### config.mk
export PLATFORM = sky130hd
export DESIGN_NAME = base64_variant_encoder
export DESIGN_NICKNAME = d
export VERILOG_FILES = /design/src/rtl/b64ve_pkg.sv /design/src/rtl/b64ve_front.sv /design/src/rtl/b64ve_queue.sv /design/src/rtl/b64ve_back.sv /design/src/rtl/base64_variant_encoder.sv
export SDC_FILE = /design/constraint.sdc
export NUM_CORES = 1
export LEC_CHECK = 0
export BUFFER_PORTS_ARGS = -buffer_cell sky130_fd_sc_hd__buf_2
export CORE_AREA = 2 2 93 95
export CTS_BUF_LIST = sky130_fd_sc_hd__clkbuf_8
export DETAILED_ROUTE_END_ITERATION = 12
export DIE_AREA = 0 0 95 97
export GPL_ROUTABILITY_DRIVEN = 0
export PLACE_DENSITY_LB_ADDON = 0.3
export SKIP_CTS_REPAIR_TIMING = 1
export SYNTH_ARGS = -nofsm -noshare
export SYNTH_HDL_FRONTEND = slang
export SYNTH_SLANG_ARGS = --single-unit
### constraint.sdc
create_clock -name clk -period 4 [get_ports clk]
set_input_delay 0.4 -clock clk [delete_from_list [all_inputs] [get_ports clk]]
set_output_delay 0.4 -clock clk [all_outputs]
set_load 0.1 [all_outputs]
### src/rtl/b64ve_pkg.sv
// shared types, constants and the sextet-to-ascii map of the base64 variant encoder
// depends on nothing; imported by all rtl modules of the block
package b64ve_pkg;

  localparam logic [6:0] PAD_CHAR   = 7'h5B;  // '['
  localparam logic [6:0] CHAR_62    = 7'h2A;  // '*'
  localparam logic [6:0] CHAR_63    = 7'h2D;  // '-'
  localparam logic [6:0] CHAR_UPPER = 7'h41;  // 'A'
  localparam logic [6:0] CHAR_LOWER = 7'h61;  // 'a'
  localparam logic [6:0] CHAR_DIGIT = 7'h30;  // '0'

  localparam logic [1:0] PHASE_EMPTY = 2'd0;
  localparam logic [1:0] PHASE_ONE   = 2'd1;
  localparam logic [1:0] PHASE_TWO   = 2'd2;
  localparam logic [1:0] PHASE_BAD   = 2'd3;

  localparam logic [1:0] SLOT_LAST = 2'd3;

  // one group handed from front to back
  typedef struct packed {
    logic [23:0] block;   // group bits, first byte in 23:16
    logic [1:0]  nbytes;  // data bytes in the group, 1..3
    logic        last;    // group ends the message
  } grp_t;

  typedef struct packed {
    logic valid;
    grp_t grp;
  } grp_push_t;

  typedef struct packed {
    logic       busy;
    logic [1:0] slot;
  } back_sts_t;

  function automatic logic [6:0] sextet_char(input logic [5:0] v);
    logic [6:0] c;
    if (v < 6'd26)      c = CHAR_UPPER + {1'b0, v};
    else if (v < 6'd52) c = CHAR_LOWER + {1'b0, v - 6'd26};
    else if (v < 6'd62) c = CHAR_DIGIT + {1'b0, v - 6'd52};
    else if (v == 6'd62) c = CHAR_62;
    else                 c = CHAR_63;
    return c;
  endfunction

endpackage

### src/rtl/b64ve_front.sv
// front part: takes bytes, collects them into groups of up to three, hands finished groups to the queue
// depends on b64ve_pkg
module b64ve_front (
  input  logic                clk,
  input  logic                rst_n,
  input  logic                in_tvalid,
  output logic                in_tready,
  input  logic [7:0]          in_tdata,   // data_byte[7:0]
  input  logic                in_tlast,   // last_byte
  input  logic                q_full,
  output b64ve_pkg::grp_push_t q_push,
  output logic [1:0]          phase
);
  import b64ve_pkg::*;

  logic [1:0]  phase_r, phase_nxt, phase_eff;
  logic [15:0] held_r, held_nxt;
  logic        accept, emit;

  assign in_tready = !q_full;
  assign accept    = in_tvalid && in_tready;
  assign phase_eff = (phase_r == PHASE_BAD) ? PHASE_EMPTY : phase_r;
  assign emit      = in_tlast || (phase_eff == PHASE_TWO);
  assign phase     = phase_r;

  always_comb begin
    q_push.valid      = accept && emit;
    q_push.grp.last   = in_tlast;
    q_push.grp.block  = {in_tdata, 16'h0000};
    q_push.grp.nbytes = 2'd1;
    unique case (phase_eff)
      PHASE_ONE: begin
        q_push.grp.block  = {held_r[15:8], in_tdata, 8'h00};
        q_push.grp.nbytes = 2'd2;
      end
      PHASE_TWO: begin
        q_push.grp.block  = {held_r, in_tdata};
        q_push.grp.nbytes = 2'd3;
      end
      default: begin
        q_push.grp.block  = {in_tdata, 16'h0000};
        q_push.grp.nbytes = 2'd1;
      end
    endcase
  end

  always_comb begin
    phase_nxt = phase_r;
    held_nxt  = held_r;
    if (accept) begin
      if (emit) begin
        phase_nxt = PHASE_EMPTY;
        held_nxt  = 16'h0000;
      end else if (phase_eff == PHASE_EMPTY) begin
        phase_nxt = PHASE_ONE;
        held_nxt  = {in_tdata, 8'h00};
      end else begin
        phase_nxt = PHASE_TWO;
        held_nxt  = {held_r[15:8], in_tdata};
      end
    end
  end

  always_ff @(posedge clk) begin
    if (!rst_n) begin
      phase_r <= PHASE_EMPTY;
      held_r  <= 16'h0000;
    end else begin
      phase_r <= phase_nxt;
      held_r  <= held_nxt;
    end
  end

endmodule

### src/rtl/b64ve_queue.sv
// short group queue between front and back, register based
// depends on b64ve_pkg
module b64ve_queue #(
  parameter int DEPTH = 2
) (
  input  logic                 clk,
  input  logic                 rst_n,
  input  b64ve_pkg::grp_push_t push,
  output logic                 full,
  output logic                 pop_valid,
  output b64ve_pkg::grp_t      pop_grp,
  input  logic                 pop,
  output logic [$clog2(DEPTH+1)-1:0] count
);
  import b64ve_pkg::*;

  localparam int PW = $clog2(DEPTH);
  localparam int CW = $clog2(DEPTH + 1);
  localparam logic [PW-1:0] PTR_MAX = PW'(DEPTH - 1);
  localparam logic [CW-1:0] CNT_MAX = CW'(DEPTH);

  grp_t          mem_r [DEPTH];
  logic [PW-1:0] wr_r, wr_nxt, rd_r, rd_nxt;
  logic [CW-1:0] cnt_r, cnt_nxt;
  logic          do_push, do_pop;

  assign full      = (cnt_r == CNT_MAX);
  assign pop_valid = (cnt_r != '0);
  assign pop_grp   = mem_r[rd_r];
  assign count     = cnt_r;
  assign do_push   = push.valid && !full;
  assign do_pop    = pop && pop_valid;

  always_comb begin
    wr_nxt  = do_push ? ((wr_r == PTR_MAX) ? '0 : wr_r + 1'b1) : wr_r;
    rd_nxt  = do_pop  ? ((rd_r == PTR_MAX) ? '0 : rd_r + 1'b1) : rd_r;
    cnt_nxt = cnt_r;
    if (do_push && !do_pop)      cnt_nxt = cnt_r + 1'b1;
    else if (!do_push && do_pop) cnt_nxt = cnt_r - 1'b1;
  end

  always_ff @(posedge clk) begin
    if (!rst_n) begin
      wr_r  <= '0;
      rd_r  <= '0;
      cnt_r <= '0;
    end else begin
      wr_r  <= wr_nxt;
      rd_r  <= rd_nxt;
      cnt_r <= cnt_nxt;
    end
  end

  always_ff @(posedge clk) begin
    if (do_push) begin
      mem_r[wr_r] <= push.grp;
    end
  end

endmodule

### src/rtl/b64ve_back.sv
// back part: holds one group and sends its four characters, one per cycle while out_tready is high
// depends on b64ve_pkg
module b64ve_back (
  input  logic                clk,
  input  logic                rst_n,
  input  logic                q_valid,
  input  b64ve_pkg::grp_t     q_grp,
  output logic                q_pop,
  output logic                out_tvalid,
  input  logic                out_tready,
  output logic [7:0]          out_tdata,  // out_char[6:0], zero [7]
  output logic                out_tlast,  // last_char
  output b64ve_pkg::back_sts_t sts
);
  import b64ve_pkg::*;

  grp_t       cur_r, cur_nxt;
  logic       busy_r, busy_nxt;
  logic [1:0] slot_r, slot_nxt;
  logic [5:0] sextet;
  logic       pad, done;
  logic [6:0] ch;

  always_comb begin
    case (slot_r)
      2'd0:    sextet = cur_r.block[23:18];
      2'd1:    sextet = cur_r.block[17:12];
      2'd2:    sextet = cur_r.block[11:6];
      default: sextet = cur_r.block[5:0];
    endcase
  end

  assign pad        = (slot_r > cur_r.nbytes);
  assign ch         = pad ? PAD_CHAR : sextet_char(sextet);
  assign out_tvalid = busy_r;
  assign out_tdata  = {1'b0, ch};
  assign out_tlast  = cur_r.last && (slot_r == SLOT_LAST);
  assign done       = busy_r && out_tready && (slot_r == SLOT_LAST);
  assign q_pop      = q_valid && (!busy_r || done);
  assign sts.busy   = busy_r;
  assign sts.slot   = slot_r;

  always_comb begin
    cur_nxt  = cur_r;
    busy_nxt = busy_r;
    slot_nxt = slot_r;
    if (q_pop) begin
      cur_nxt  = q_grp;
      busy_nxt = 1'b1;
      slot_nxt = 2'd0;
    end else if (done) begin
      busy_nxt = 1'b0;
      slot_nxt = 2'd0;
    end else if (busy_r && out_tready) begin
      slot_nxt = slot_r + 2'd1;
    end
  end

  always_ff @(posedge clk) begin
    if (!rst_n) begin
      busy_r <= 1'b0;
      slot_r <= 2'd0;
    end else begin
      busy_r <= busy_nxt;
      slot_r <= slot_nxt;
    end
  end

  always_ff @(posedge clk) begin
    cur_r <= cur_nxt;
  end

endmodule

### src/rtl/base64_variant_encoder.sv
// top level of the base64 variant encoder: front, group queue and back
// depends on b64ve_pkg, b64ve_front, b64ve_queue, b64ve_back
// a closed group is queued, then loaded into the back before its first character shows
// throughput: one byte a cycle while the queue has room; four characters leave per group,
// one per cycle while out_tready is high, so the single-character output port bounds the rate
// reset: synchronous active-low rst_n empties the queue and clears group phase and back state
module base64_variant_encoder #(
  parameter int QUEUE_DEPTH = 2
) (
  input  logic       clk,
  input  logic       rst_n,
  // input channel
  input  logic       in_tvalid,
  output logic       in_tready,
  input  logic [7:0] in_tdata,   // data_byte[7:0]
  input  logic       in_tlast,   // last_byte
  // result channel
  output logic       out_tvalid,
  input  logic       out_tready,
  output logic [7:0] out_tdata,  // out_char[6:0], zero in bit 7
  output logic       out_tlast   // last_char
);
  import b64ve_pkg::*;

  localparam int CW = $clog2(QUEUE_DEPTH + 1);

  // front to queue
  grp_push_t   q_push;
  logic        q_full;
  logic [1:0]  front_phase;
  // queue to back
  logic        q_valid, q_pop;
  grp_t        q_grp;
  logic [CW-1:0] q_count;
  back_sts_t   back_sts;

  // front: byte collection and group close on third byte or on the last mark
  b64ve_front u_front (
    .clk       (clk),
    .rst_n     (rst_n),
    .in_tvalid (in_tvalid),
    .in_tready (in_tready),
    .in_tdata  (in_tdata),
    .in_tlast  (in_tlast),
    .q_full    (q_full),
    .q_push    (q_push),
    .phase     (front_phase)
  );

  // queue lets the front keep taking bytes while the back drains characters
  b64ve_queue #(
    .DEPTH (QUEUE_DEPTH)
  ) u_queue (
    .clk       (clk),
    .rst_n     (rst_n),
    .push      (q_push),
    .full      (q_full),
    .pop_valid (q_valid),
    .pop_grp   (q_grp),
    .pop       (q_pop),
    .count     (q_count)
  );

  // back: sextet select, alphabet map, pad and last mark
  b64ve_back u_back (
    .clk        (clk),
    .rst_n      (rst_n),
    .q_valid    (q_valid),
    .q_grp      (q_grp),
    .q_pop      (q_pop),
    .out_tvalid (out_tvalid),
    .out_tready (out_tready),
    .out_tdata  (out_tdata),
    .out_tlast  (out_tlast),
    .sts        (back_sts)
  );

  // a last item always closes the group
  a_last_closes: assert property (@(posedge clk) disable iff (!rst_n)
    in_tvalid && in_tready && in_tlast |=> front_phase == PHASE_EMPTY)
    else $error("group not closed after last item");

  // last mark only on the fourth character of a group
  a_last_slot: assert property (@(posedge clk) disable iff (!rst_n)
    out_tvalid && out_tlast |-> back_sts.slot == SLOT_LAST)
    else $error("last mark on wrong character");

  // queue occupancy stays within depth
  a_queue_bound: assert property (@(posedge clk) disable iff (!rst_n)
    q_count <= CW'(QUEUE_DEPTH))
    else $error("group queue overflow");

  // a stalled character does not advance the back
  a_slot_hold: assert property (@(posedge clk) disable iff (!rst_n)
    out_tvalid && !out_tready |=> $stable(back_sts.slot) && back_sts.busy)
    else $error("back advanced while stalled");

endmodule
Word level (Yosys, flattened, before mapping) --
Memories as Yosys holds them, arrays and structs flattened. A register that Yosys moved wholly into a read port is not among the register bits. Index checks and enable logic that the tools add are counted.
Operators by class: $mul 0, add/sub/neg operators 10, shifts and indexed selects 0, muxes and demuxes 20, magnitude comparators 4, bitwise gates (word level) 1, equality and inequality tests 8, div/mod/pow operators 0, reductions and logical operators 24
Operators with widths (number):
- $pmux 26 s2 | 1
- $mux 16 | 2
- $mux 7 | 4
- $pmux 6 s3 | 1
- $add 7x6->7 const A | 2
- $lt 6x6->1 const B | 2
- $eq 2x2->1 const B | 5
- $logic_and 1x1->1 | 10
- $mux 2 | 5
- $reduce_bool 2->1 | 4
- $add 6x6->7 const A | 1
- $eq 6x6->1 const B | 1
- $lt 6x5->1 const B | 1
- $mux 1 | 6
- $sub 6x5->6 const B | 1
- $sub 6x6->6 const B | 1
- $add 2x1->2 const B | 2
- $eq 2x1->1 const B | 2
- $logic_not 1->1 | 4
- $logic_not 2->1 | 2
- $mux 3 | 1
- $reduce_or 3->1 | 1
- $add 1x1->1 const B | 2
- $gt 2x2->1 | 1
- other kinds (4) | 5
Word-level totals: bits in registers 25, RAM bits 54, memories kept 1, latch bits 0, output and inout bits 11, logic and storage cells 76, bits of input ports 13, ROM bits 0
Memory list:
- u_queue.mem_r | depth 2, width 27, rd ports 1, clocked after memory_dff 1, write ports 1, RTL line b64ve_queue.sv:22 | grp_t mem_r [DEPTH];

Depth between registers and ports, before layout --
word-level depth 10, gate-level depth with buffers 13, gate-level depth less buffers 12

By module --
A second synthesis with hierarchy kept.
Second synthesis, totals: cell total of the unflattened synthesis 413, area, all modules 5058.6 sq um
Modules (own cells, without submodules):
- b64ve_queue | cells each 109, sequential area each 1721.7 sq um, area each 2182.1 sq um, instances 1
- b64ve_back | cells each 156, sequential area each 870.8 sq um, area each 1823.0 sq um, instances 1
- b64ve_front | cells each 148, sequential area each 360.3 sq um, area each 1053.5 sq um, instances 1

Worst setup path before layout --
No wires, ideal clock.
kind reg2out, start point reg u_back.slot_r[0], end point out out_tdata[2], required time 3600 ps, data arrival time 5565 ps, stages on the path, launching flop included 13, buffers on the path 1, setup slack -1965 ps, cells stage by stage dfxtp_1 inv_1 ha_1 a222oi_1 mux2i_2 buf_4 inv_2 ha_1 inv_1 a211oi_1 a21o_1 a21oi_2 a2111oi_1
On the way: longest elaborated chain between the ends 8, elaborated cells on any way between the ends 19, classes of those cells add/sub (5); order compare (4); eq/ne (3); mux (6); reduce/logical (1)
RTL lines:
- start, declared | RTL line b64ve_back.sv:19 | logic [1:0] slot_r, slot_nxt;
- start signal, assigned | RTL line b64ve_back.sv:65 | slot_r <= slot_nxt;
- $eq 2x2->1, or another cell as far along | RTL line b64ve_back.sv:25 | case (slot_r)
- $pmux 6 s3 | RTL line b64ve_back.sv:25
- $sub 6x6->6 or $eq 6x6->1 (tied branches) | RTL line b64ve_pkg.sv:40, b64ve_pkg.sv:41
- $add 6x6->7 or $mux 3 (tied branches) | RTL line b64ve_pkg.sv:40, b64ve_pkg.sv:41
- $mux 7 | RTL line b64ve_pkg.sv:40 | else if (v < 6'd62) c = CHAR_DIGIT + {1'b0, v - 6'd52};
- $mux 7 | RTL line b64ve_pkg.sv:39 | else if (v < 6'd52) c = CHAR_LOWER + {1'b0, v - 6'd26};
- $mux 7 | RTL line b64ve_pkg.sv:38 | if (v < 6'd26) c = CHAR_UPPER + {1'b0, v};
- $mux 7 * | RTL line b64ve_back.sv:34 | assign ch = pad ? PAD_CHAR : sextet_char(sextet);
- end, declared | RTL line base64_variant_encoder.sv:20 | output logic [7:0] out_tdata,
Every way passes the cells marked *; elsewhere a longest branch is shown, timed or not.

Final worst setup path --
start point reg u_back.slot_r[0], end point out out_tdata[5]
On the way: longest elaborated chain between the ends 8, elaborated cells on any way between the ends 17, classes of those cells add/sub (5); order compare (4); eq/ne (2); mux (5); reduce/logical (1)
RTL lines (RTL line):
- $eq 2x2->1, or another cell as far along | b64ve_back.sv:25
- $pmux 6 s3 | b64ve_back.sv:25
- $sub 6x6->6 | b64ve_pkg.sv:40
- $add 6x6->7 | b64ve_pkg.sv:40
- $mux 7 | b64ve_pkg.sv:40
- $mux 7 | b64ve_pkg.sv:39
- $mux 7 | b64ve_pkg.sv:38
- $mux 7 * | b64ve_back.sv:34
Marked as above.

==> impl_metrics.py <==
metrics = {
    "timing": {
        "finClkSkew_ns": 0.01254,
        "final.setup.worst_slack_ns": 0.1875,
        "relSlewSlack_pct": 33.83,
        "worstMarginPinSlew_ns": 0.9915,
        "rsz0062_at_grt": "true",
        "report.final.slew_viol_count": 0,
        "period_minus_slack_ns": 3.812,
        "fmaxAchievable_mhz": 262.3,
        "period_share_pct": 95.31,
        "setup_viol": 0,
        "final-hold-violation-count": 0,
    },
    "power": {
        "vdd_drop_max_uv": 463.6,
        "p_clk_share_pct": 16.7,
        "p_int_mw": 2.500,
        "pwr-share-seq_pct": 34.8,
        "total_power_mw": 4.358,
        "leakage_nw": 1.997,
        "power_switching_mw": 1.858,
        "sw_frac_of_total_pct": 42.63,
        "comb_power_share_pct": 48.5,
        "power.density_nw_per_um2": 797.5,
    },
    "placed_design": {
        "dp_hpwl_mm": 6.136,
        "io_buffer_count": 22,
        "post-place-ws_ns": 0.4993,
        "placedInstanceArea_um2": 5156,
    },
    "cts": {
        "clock_path_buffers": 2,
        "clock-sinks": 106,
        "cts_tree": "built",
        "clk_latency_ns": 0.36,
        "clkTransAtPathRegs_ns": 0.09,
        "cts_htree_levels": 3,
        "root_buffer": "clkbuf_8",
        "cts_buffers": 9,
    },
    "final_layout": {
        "final_common_cell": "edfxtp_1",
        "fill_cells": 575,
        "syn2layout_area_growth_pct": 11.77,
        "multiInputGateArea_um2": 1863,
        "drive_gt1_share_pct": 23.37,
        "nets": 441,
        "n_antenna_cell": 0,
        "finalInstanceArea_um2": 5464,
        "ff_latch_area_um2": 2940,
        "layout_common_cells": "edfxtp_1 (81), mux2_2 (27), nand2_1 (26)",
    },
    "logic_synthesis": {
        "synth-seq-area-share_pct": 59.99,
        "synth_area_um2": 4888,
        "ys_ff_latch": 106,
        "async_flop_share_pct": 0,
        "yosysTopAreaCellShare_pct": 49.76,
        "syn_nets": 417,
        "syn_area_per_cell_um2": 12.66,
        "synth_edf_count": 81,
        "synth_flop_cell": "edfxtp_1",
        "synth.distinct_cells": 58,
        "syn_inst": 386,
        "synth_area_leaders": "edfxtp_1 (50%), dfxtp_1 (10%), mux2_2 (6.2%), ha_1 (4.6%), a22o_1 (2.5%)",
        "yosysWarnings": 0,
        "synth_top_area_cell": "edfxtp_1",
    },
    "critical_path": {
        "endpoint_kind": "primary output",
        "crit_type": "reg -> out",
        "critPathMaxFanout": 6,
        "arrival_ns": 3.41,
        "cp.required_ns": 3.60,
        "critPathLaunchType": "flip-flop",
        "startpoint": "u_back.slot_r[0]$_SDFFE_PP0P_",
        "r2r-start": "u_front.phase[0]$_SDFFE_PN0P_",
    },
    "grt": {
        "grt_max_degree": 29,
        "grt_remaining_overflow": 0,
        "grt_use_total_pct": 20.59,
        "antenna_found_initial": 0,
        "grt_pass1_wl_mm": 14.49,
        "grt_pass1_vias": 2917,
    },
    "route": {
        "drc_errors": 0,
        "drtPass1Iterations": 5,
        "wire_per_inst_um": 16.83,
        "dr.max_layer_used": "met4",
        "dr_total_vias": 3035,
        "wirelength_met1_mm": 3.892,
        "wl_met2_mm": 4.363,
        "via_per_inst": 5.837,
        "drt_iter0_markers": 228,
        "drtAntennaViolNets": 0,
        "wl_met3_um": 346,
        "wl_mm": 8.752,
    },
    "floorplan": {
        "start_util_pct": 60.10,
        "die_h_um": 97,
        "fp.dieArea_um2": 9215,
        "row_count": 33,
        "design.core.area_um2": 8134,
        "die_w_um": 95,
        "io_pins": 24,
    },
    "worst_hold_path": {
        "hp-start": "in_tlast",
        "hold_path.class": "in -> reg",
    },
    "flow_run": {
        "maxCapViolCount": 0,
    },
    "status": {
        "status": "completed",
    },
}
==> cell type report <==
cell class	instances	share of cell area, %
well taps	105	2.404
flip-flops and latches	106	53.81
clock buffers	9	2.267
inverters	17	1.168
repair buffers	34	4.305
clock inverters	7	1.946
multi-input cells	242	34.10
==> metrics by stage <==
step | setup TNS, ns | utilization, % | hold slack (ns) | std cells
final | 0 | 67.17 | 0.2743 | 520
after global routing | -0.1531 | 67.17 | 0.2568 | 520
after CTS | 0 | 66.22 | 0.2537 | 514
after detailed placement | 0 | 63.39 | 0.4680 | 498
after global placement | 0 | 63.39 | 0.4634 | 498
after floorplan | -0.5688 | - | 0.4492 | 386
==> cell families after synthesis <==
| family | Yosys count | share of synthesized area (%) |
|---|---|---|
| muxes | 29 | 6.706 |
| xor gates and xnor gates | 9 | 1.613 |
| buffers and inverters | 38 | 3.225 |
| AOI/OAI and AO/OA | 89 | 13.80 |
| other | 1 | 0.07671 |
| adders and majority gates | 19 | 4.812 |
| DFF | 106 | 59.99 |
| and+or+nand+nor | 95 | 9.777 |
==> cell usage after synthesis (2+ instances only) <==
cell type  number
inv_2           2
mux2_2         27
o211a_1         2
o21ai_0        12
nand2_1        26
and2_1         14
and3_1          2
a21oi_2         3
inv_1          15
clkbuf_1       14
a21oi_1         9
ha_1           18
nor2_1         18
o21a_1          3
a31o_1          2
a22oi_1        12
dfxtp_1        25
a21boi_0        3
nand2b_1        4
a222oi_1        4
xor2_1          3
nand3_1         7
xnor2_1         6
a21o_1          5
buf_4           3
nor3_1          5
or3_1           2
edfxtp_1       81
a311oi_1        3
nor2b_1         9
a22o_1         14
nor4_1          2
buf_2           3
o21ai_1         3
o211ai_1        2
==> sequential cells by signal, indices dropped and copies added (netlist names) <==
| name | flops |
|---|---|
| u_back.cur_r | 27 |
| u_queue.wr_r | 1 |
| u_queue.count | 2 |
| u_back.slot_r | 2 |
| u_queue.rd_r | 1 |
| u_back.out_tvalid | 1 |
| u_queue.mem_r | 54 |
| u_front.phase | 2 |
| u_front.held_r | 16 |
==> per-layer routing <==
layer | global-route usage (%) | up-vias
met4 | 8.807 | 0
met3 | 3.660 | 18
met1 | 28.16 | 1444
met5 | 0 | -
met2 | 32.35 | 84
li1 | - | 1489
==> worst max-delay path: stages (launching register included) <==
cell and delay [ns]:
dfxtp_4 0.38, inv_1 0.07, ha_2 0.22, a222oi_1 0.41, mux2i_2 0.14, inv_2 0.14
ha_4 0.16, inv_1 0.08, a211oi_2 0.29, a21o_1 0.19, a21o_1 0.22, nand2_1 0.12
a2111oi_4 0.42, buf_12 0.22
==> worst paths after layout <==
check                               endpoint  slack [ns]  cells after the start
min            u_queue.mem_r[1][0]$_DFFE_PP_        0.27                      1
max                             out_tdata[5]        0.19                     13
min reg2reg  u_front.held_r[12]$_SDFFE_PN0P_        0.49                      1
max reg2reg    u_queue.count[1]$_SDFFE_PN0P_        1.82                      7
==> power by group through the flow <==
stage                     Combinational [mW]  Sequential, mW  Clock [mW]
after global routing                    2.26            1.54       0.787
after global placement                  1.98            1.54           0
final                                   2.11            1.52       0.726
after detailed placement                2.01            1.55           0
after CTS                               2.02            1.52       0.741
after floorplan                         1.60            1.54           0
Power figures use the tool's default switching activity.
